## src/rtl/nhrf_pkg.sv

```systemverilog
package nhrf_pkg;

  typedef struct packed {
    logic       func;
    logic [7:0] rx_byte;
  } in_item_t;

  typedef struct packed {
    logic       has_byte;
    logic [7:0] out_byte;
    logic       frame_first;
    logic       frame_last;
    logic       frame_abort;
    logic [2:0] event_res;
  } out_item_t;

  localparam logic       FUNC_BYTE    = 1'b0;
  localparam logic       FUNC_RESTART = 1'b1;

  localparam logic [2:0] EV_NONE      = 3'd0;
  localparam logic [2:0] EV_STATUS_OK = 3'd1;
  localparam logic [2:0] EV_PREAMBLE  = 3'd2;
  localparam logic [2:0] EV_REJECT    = 3'd3;
  localparam logic [2:0] EV_TOO_LONG  = 3'd4;

  localparam logic [7:0] PREAMBLE     = 8'hD3;
  localparam logic [7:0] LEN_HI_MASK  = 8'h03;
  localparam int         FRAME_EXTRA  = 6;
  localparam int         WIN_LEN      = 12;

  localparam logic [55:0] ICY_TEXT    = "ICY 200";
  localparam logic [95:0] HTTP11_TEXT = "HTTP/1.1 200";
  localparam logic [95:0] HTTP10_TEXT = "HTTP/1.0 200";
  localparam logic [31:0] TERM_TEXT   = 32'h0D0A_0D0A;

endpackage

```

## src/rtl/ntrip_handshake_rtcm3_framer.sv

```systemverilog
// Caster response handshake and RTCM3 frame splitter. Each input item is one
// stream byte (func 0) or a restart (func 1). Every item is decided in the
// cycle it is accepted and lands in a single output register, so the block
// takes one item per clock; in_ready is high whenever that register is empty
// or its item is being taken in the same cycle, so only a stalled output
// slows the input. Items that cause nothing (dropped bytes, plain header
// bytes) yield no output item. Header bytes are counted up to HEADER_MAX;
// frame bytes carry first and last marks, and a restart during a frame
// yields one item with frame_abort set.
module ntrip_handshake_rtcm3_framer
  import nhrf_pkg::*;
#(
  parameter int HEADER_MAX = 256
) (
  input  logic      clk,
  input  logic      rst,
  input  logic      in_valid,
  output logic      in_ready,
  input  in_item_t  in_data,
  output logic      out_valid,
  input  logic      out_ready,
  output out_item_t out_data
);

  localparam int CW = $clog2(HEADER_MAX + 1);

  logic                   header_phase, header_phase_next;
  logic [CW-1:0]          header_count, header_count_next;
  logic [WIN_LEN*8-1:0]   tail_window, tail_window_next;
  logic                   status_ok_seen, status_ok_seen_next;
  logic                   in_frame, in_frame_next;
  logic [10:0]            frame_position, frame_position_next;
  logic [10:0]            frame_total, frame_total_next;

  out_item_t              res;
  logic                   res_valid;
  logic                   take;

  logic [WIN_LEN*8-1:0]   win_shift;
  logic [CW-1:0]          count_inc;
  logic                   status_hit, status_now, term_hit;
  logic [11:0]            pos_inc;

  assign in_ready = !out_valid || out_ready;
  assign take     = in_valid && in_ready;

  assign win_shift  = {tail_window[(WIN_LEN-1)*8-1:0], in_data.rx_byte};
  assign count_inc  = header_count + CW'(1);
  assign status_hit = (win_shift[55:0] == ICY_TEXT) || (win_shift == HTTP11_TEXT)
                   || (win_shift == HTTP10_TEXT);
  assign status_now = status_ok_seen || status_hit;
  assign term_hit   = (win_shift[31:0] == TERM_TEXT);
  assign pos_inc    = {1'b0, frame_position} + 12'd1;

  always_comb begin
    header_phase_next   = header_phase;
    header_count_next   = header_count;
    tail_window_next    = tail_window;
    status_ok_seen_next = status_ok_seen;
    in_frame_next       = in_frame;
    frame_position_next = frame_position;
    frame_total_next    = frame_total;
    res                 = '0;

    if (in_data.func == FUNC_RESTART) begin
      res.frame_abort     = in_frame;
      header_phase_next   = 1'b1;
      header_count_next   = '0;
      tail_window_next    = '0;
      status_ok_seen_next = 1'b0;
      in_frame_next       = 1'b0;
      frame_position_next = '0;
      frame_total_next    = '0;
    end else if (header_phase) begin
      tail_window_next    = win_shift;
      header_count_next   = count_inc;
      status_ok_seen_next = status_now;
      if (term_hit) begin
        res.event_res       = status_now ? EV_STATUS_OK : EV_REJECT;
        header_phase_next   = !status_now;
        header_count_next   = '0;
        tail_window_next    = '0;
        status_ok_seen_next = 1'b0;
      end else if (in_data.rx_byte == PREAMBLE) begin
        res.event_res       = EV_PREAMBLE;
        res.has_byte        = 1'b1;
        res.out_byte        = in_data.rx_byte;
        res.frame_first     = 1'b1;
        header_phase_next   = 1'b0;
        header_count_next   = '0;
        tail_window_next    = '0;
        status_ok_seen_next = 1'b0;
        in_frame_next       = 1'b1;
        frame_position_next = 11'd1;
        frame_total_next    = '0;
      end else if (count_inc >= CW'(HEADER_MAX)) begin
        res.event_res       = EV_TOO_LONG;
        header_count_next   = '0;
        tail_window_next    = '0;
        status_ok_seen_next = 1'b0;
      end
    end else if (!in_frame) begin
      if (in_data.rx_byte == PREAMBLE) begin
        res.has_byte        = 1'b1;
        res.out_byte        = in_data.rx_byte;
        res.frame_first     = 1'b1;
        in_frame_next       = 1'b1;
        frame_position_next = 11'd1;
        frame_total_next    = '0;
      end
    end else begin
      res.has_byte        = 1'b1;
      res.out_byte        = in_data.rx_byte;
      frame_position_next = pos_inc[10:0];
      if (frame_position == 11'd1) begin
        frame_total_next = {1'b0, in_data.rx_byte[1:0] & LEN_HI_MASK[1:0], 8'd0};
      end else if (frame_position == 11'd2) begin
        frame_total_next = (frame_total | {3'd0, in_data.rx_byte}) + 11'(FRAME_EXTRA);
      end else if (pos_inc >= {1'b0, frame_total}) begin
        res.frame_last      = 1'b1;
        in_frame_next       = 1'b0;
        frame_position_next = '0;
      end
    end
  end

  assign res_valid = res.has_byte || res.frame_abort || (res.event_res != EV_NONE);

  always_ff @(posedge clk) begin
    if (rst) begin
      header_phase   <= 1'b1;
      header_count   <= '0;
      tail_window    <= '0;
      status_ok_seen <= 1'b0;
      in_frame       <= 1'b0;
      frame_position <= '0;
      frame_total    <= '0;
      out_valid      <= 1'b0;
    end else begin
      if (take) begin
        header_phase   <= header_phase_next;
        header_count   <= header_count_next;
        tail_window    <= tail_window_next;
        status_ok_seen <= status_ok_seen_next;
        in_frame       <= in_frame_next;
        frame_position <= frame_position_next;
        frame_total    <= frame_total_next;
      end
      // hold the result until taken; refill only when the register frees
      if (in_ready) begin
        out_valid <= take && res_valid;
      end
    end
  end

  always_ff @(posedge clk) begin
    if (take) begin
      out_data <= res;
    end
  end

  a_frame_not_in_header: assert property (@(posedge clk) disable iff (rst)
    in_frame |-> !header_phase)
    else $error("frame open during header phase");

  a_count_bound: assert property (@(posedge clk) disable iff (rst)
    header_count < CW'(HEADER_MAX))
    else $error("header count past limit");

  a_first_last_excl: assert property (@(posedge clk) disable iff (rst)
    out_valid |-> !(out_data.frame_first && out_data.frame_last))
    else $error("item marked first and last");

  a_empty_byte_zero: assert property (@(posedge clk) disable iff (rst)
    (out_valid && !out_data.has_byte) |->
      (out_data.out_byte == 8'd0 && !out_data.frame_first && !out_data.frame_last))
    else $error("non-byte item carries byte data");

  a_header_clears_frame: assert property (@(posedge clk) disable iff (rst)
    (take && in_data.func == FUNC_RESTART) |=> (header_phase && !in_frame))
    else $error("restart did not return to header phase");

endmodule
```

## config.mk

```make
export PLATFORM = sky130hd
export DESIGN_NAME = ntrip_handshake_rtcm3_framer
export DESIGN_NICKNAME = d
export VERILOG_FILES = /design/src/rtl/nhrf_pkg.sv /design/src/rtl/ntrip_handshake_rtcm3_framer.sv
export SDC_FILE = /design/constraint.sdc
export NUM_CORES = 1
export LEC_CHECK = 0
export BUFFER_PORTS_ARGS = -buffer_cell sky130_fd_sc_hd__buf_2
export CORE_ASPECT_RATIO = 1.75
export CORE_MARGIN = 3
export CORE_UTILIZATION = 50
export DETAILED_ROUTE_END_ITERATION = 8
export PLACE_DENSITY_LB_ADDON = 0.2
export SYNTH_ARGS = -nofsm -noshare
export SYNTH_HDL_FRONTEND = slang
export SYNTH_SLANG_ARGS = --single-unit
```

## constraint.sdc

```tcl
create_clock -name clk -period 3.68 [get_ports clk]
set_clock_uncertainty 0.1 [all_clocks]
set_input_delay 0.552 -clock clk [delete_from_list [all_inputs] [get_ports clk]]
set_output_delay 0.552 -clock clk [all_outputs]
set_load 0.01 [all_outputs]
```

==> Implementation_results.wiki <==
{| class="wikitable"
! Metric !! Value
|-
| Via density || 6.077
|-
| Global-route wire length before repair || 25150 um
|-
| Antenna Violating Nets Remaining || 0
|-
| Total clock buffers created by CTS || 17
|-
| Share of the cycle needed by the critical path after routing || 0.8839
|-
| Initial core utilization || 0.5178
|-
| Unrepaired setup endpoints after global routing || false
|-
| Sum of buffers and inverters on the critical path || 0
|-
| Vertical die dimension || 152.1 um
|-
| Placement-stage worst setup slack || 0.4611 ns
|-
| Critical path destination || frame_position[4]$_SDFFE_PP0P_
|-
| Peak supply drop || 0.3698 mV
|-
| Maximum number of pins on one net before global-route repair || 92
|-
| Met1 track demand over resource in global routing || 0.2566
|-
| Post-cts sizing count || 0
|-
| Netlist area before placement || 6098 um^2
|-
| Biggest area consumer among synthesized cells || dfxtp_1
|-
| First drt pass iteration count || 6
|-
| Hold bufs inserted after CTS || 0
|-
| Count of unresolved DRC violations after routing || 0
|-
| Status || completed
|-
| Worst path top cell family by delay || simple AND/OR/NAND/NOR gates
|-
| Part of the Yosys area used for sequential elements || 0.4776
|-
| TritonCTS sink count || 138
|-
| Synthesized instance count || 673
|-
| Antenna cells || 0
|-
| Number of nets in the layout || 722
|-
| Routed len/inst || 17.73 um
|-
| CP Launch Type || flop
|-
| CTS HTree Levels || 4
|-
| Die outline area || 13610 um^2
|-
| Critical setup path kind || flop to flop
|-
| Required time of the critical path || 3.93 ns
|-
| Count of pins over their slew limit || 0
|-
| Number of DRC markers after the initial detailed-route iteration || 435
|-
| Relative slew margins || 0.3305
|-
| Placeable core area || 11780 um^2
|-
| Worst min-delay path category || primary input to flop
|-
| Area share of the leading cell type in the synthesized netlist || 0.4038
|-
| Sum of routed wire length over all layers || 15390 um
|-
| CP Max Fanout || 10
|-
| IO Pins || 30
|-
| Fraction of final layout cells with drive strength greater than 1 || 0.1161
|-
| Layout overhead on the synthesized area || 14.36%
|-
| Data arrival time of the critical path || 3.50 ns
|-
| Async set or reset register ratio after synthesis || 0
|-
| Tot GR Track Use || 0.2359
|-
| Die width || 89.49 um
|-
| Number of flops mapped to enable cells by yosys || 15
|-
| Number of global-route vias before repair || 5193
|-
| GR Overflow Total || 0
|-
| Total power consumption of the routed design || 3.383 mW
|-
| Minimum clock period || 3.253 ns
|-
| TritonCTS clock tree || built
|-
| Startpoint of the most critical setup path || frame_position[0]$_SDFFE_PP0P_
|-
| Biggest area contributors in the synthesized netlist || dfxtp_1, a22oi_1, nor2_1
|-
| Placement row count || 52
|-
| Static leakage || 2.573 nW
|-
| Port-buffer cells || 29
|-
| Setup Fix Bufs, Post-CTS || 0
|-
| Area of the multi-input gates || 2958 um^2
|-
| Area taken by flip-flops and latches || 2913 um^2
|-
| Final worst-path setup slack || 0.4272 ns
|-
| Number of cell instances on the worst register-to-register path || 11
|-
| Cell area power density || 485.1 nW/um^2
|-
| Library cell used as clock root buffer || clkbuf_16
|-
| Post-Syn Area per Cell || 9.061 um^2
|-
| Global routing's busiest layer || met2
|-
| Maximum number of buffers from clock root to sink || 2
|-
| Total of warnings raised by yosys || 0
|-
| Final weighted congestion in routability-driven placement || 0.8703
|-
| Crit path largest cell delay || 0.46 ns
|-
| Least-Margin Pin Slew || 1.000 ns
|-
| Initial antenna violation count || 0
|-
| Slowest cell on the critical path || dfxtp_1
|-
| Synth cell types || 57
|-
| Count of state elements after synthesis || 138
|-
| Setup crit end kind || flop
|-
| Synth Flop Type || dfxtp_1
|-
| Setup total negative slack || 0 ns
|-
| Via Count || 5275
|-
| Most frequent cells after synthesis || dfxtp_1, nor2_1, a22oi_1, clkbuf_1
|-
| Number of inserted filler cells in the final layout || 1031
|-
| Met2 Track Usage GR || 0.4189
|-
| Worst hold-check slack || 0.3401 ns
|-
| Final Hold Vio Count || 0
|-
| Crit-path cells || ha_1 > nand4_1 > or2_2 > xnor2_1 > ha_1 > nand3_1 > nor4_1 > o31a_1 > o31a_4 > or4_1 > a21boi_1
|-
| GR met3 Demand/Resource || 0.04770
|-
| Most common cell type on the critical path || ha_1
|-
| Startpoint of the worst hold path || in_data[1]
|-
| HPWL after detailed placement || 10740 um
|-
| Clock slew at reported path FFs || 0.06 ns
|-
| End of the worst register-to-register path || frame_position[4]$_SDFFE_PP0P_
|-
| Final number of setup-violating endpoints || 0
|-
| Critical R2R Launch || frame_position[0]$_SDFFE_PP0P_
|-
| Clock latency on the worst-skew pair || 0.42 ns
|-
| Maxcap violations || 0
|-
| Highest Clock Rate || 307.4 MHz
|-
| Register-to-Register Setup Slack || 0.43 ns
|-
| Synthesized net count || 702
|-
| WP depth || 11
|}
cells by family (layout without fill, tap and decap cells):
| logic type | Yosys count | in the layout | synth area share |
|---|---|---|---|
| adder cells (fa/ha/maj) | 16 | 16 | 0.03283 |
| flip-flops | 138 | 138 | 0.4776 |
| multiplexers | 4 | 4 | 0.006566 |
| AND/OR/NAND/NOR | 261 | 261 | 0.2191 |
| AO/OA/AOI/OAI | 179 | 179 | 0.2021 |
| XOR/XNOR | 15 | 15 | 0.02154 |
| buffers and inverters | 60 | 93 | 0.04021 |
layer usage:
metal / wire, um / up-vias
met3: 560 / 42
met2: 8491 / 179
met5: 0 / -
met4: 567 / 0
met1: 5773 / 2522
li1: - / 2532
stage by stage:
step                instance area [um^2]    util  instances
finish                              6974  0.5922        868
CTS                                 6974  0.5922        868
floorplan                           6098       -        673
global route                        6974  0.5922        868
global placement                    6389  0.5425        836
detailed placement                  6389  0.5425        836
placed cells by master (no fill, tap or decap), drive strengths merged, types with 9 or more instances in the layout:
cell type and instances:
nand2 26, nor3 16, clkinv 9, dfxtp 123
nand3 14, buf 39, edfxtp 15, clkbuf 19
nor4 10, ha 16, nor4b 9, o21ai 27
inv 21, nand4 13, a21oi 24, a22oi 88
nor2 123
report_power, final:
part           leakage [nW]  internal [mW]  switching (mW)
clock                 0.279           1.06           0.629
sequential             1.15           1.53         0.00935
combinational          1.15         0.0422           0.113
total                  2.57           2.63           0.751
area by class of cell:
class | instances | area share
multi-input cells | 475 | 0.4241
flip-flops and latches | 138 | 0.4177
clock buffers | 19 | 0.06207
repair buffers | 39 | 0.03337
well taps | 162 | 0.02906
clock inverters | 13 | 0.02189
inverters | 22 | 0.01184
sequential cells by signal, summed over array words and instances (netlist names):
register        cells
tail_window        88
in_frame            1
out_data           15
out_valid           1
frame_position     11
header_count        9
header_phase        1
frame_total        11
status_ok_seen      1
worst min path at each step:
stage,end,slack [ns],cells after the start
after floorplan,frame_total[10]$_SDFFE_PP0P_,0.35,2
after global placement,frame_total[10]$_SDFFE_PP0P_,0.36,2
after detailed placement,frame_total[10]$_SDFFE_PP0P_,0.37,2
after CTS,frame_total[1]$_SDFFE_PP0P_,0.33,2
after global routing,frame_total[1]$_SDFFE_PP0P_,0.35,2
final,frame_total[1]$_SDFFE_PP0P_,0.34,2
Note: power is estimated with default switching activity, not from simulation.
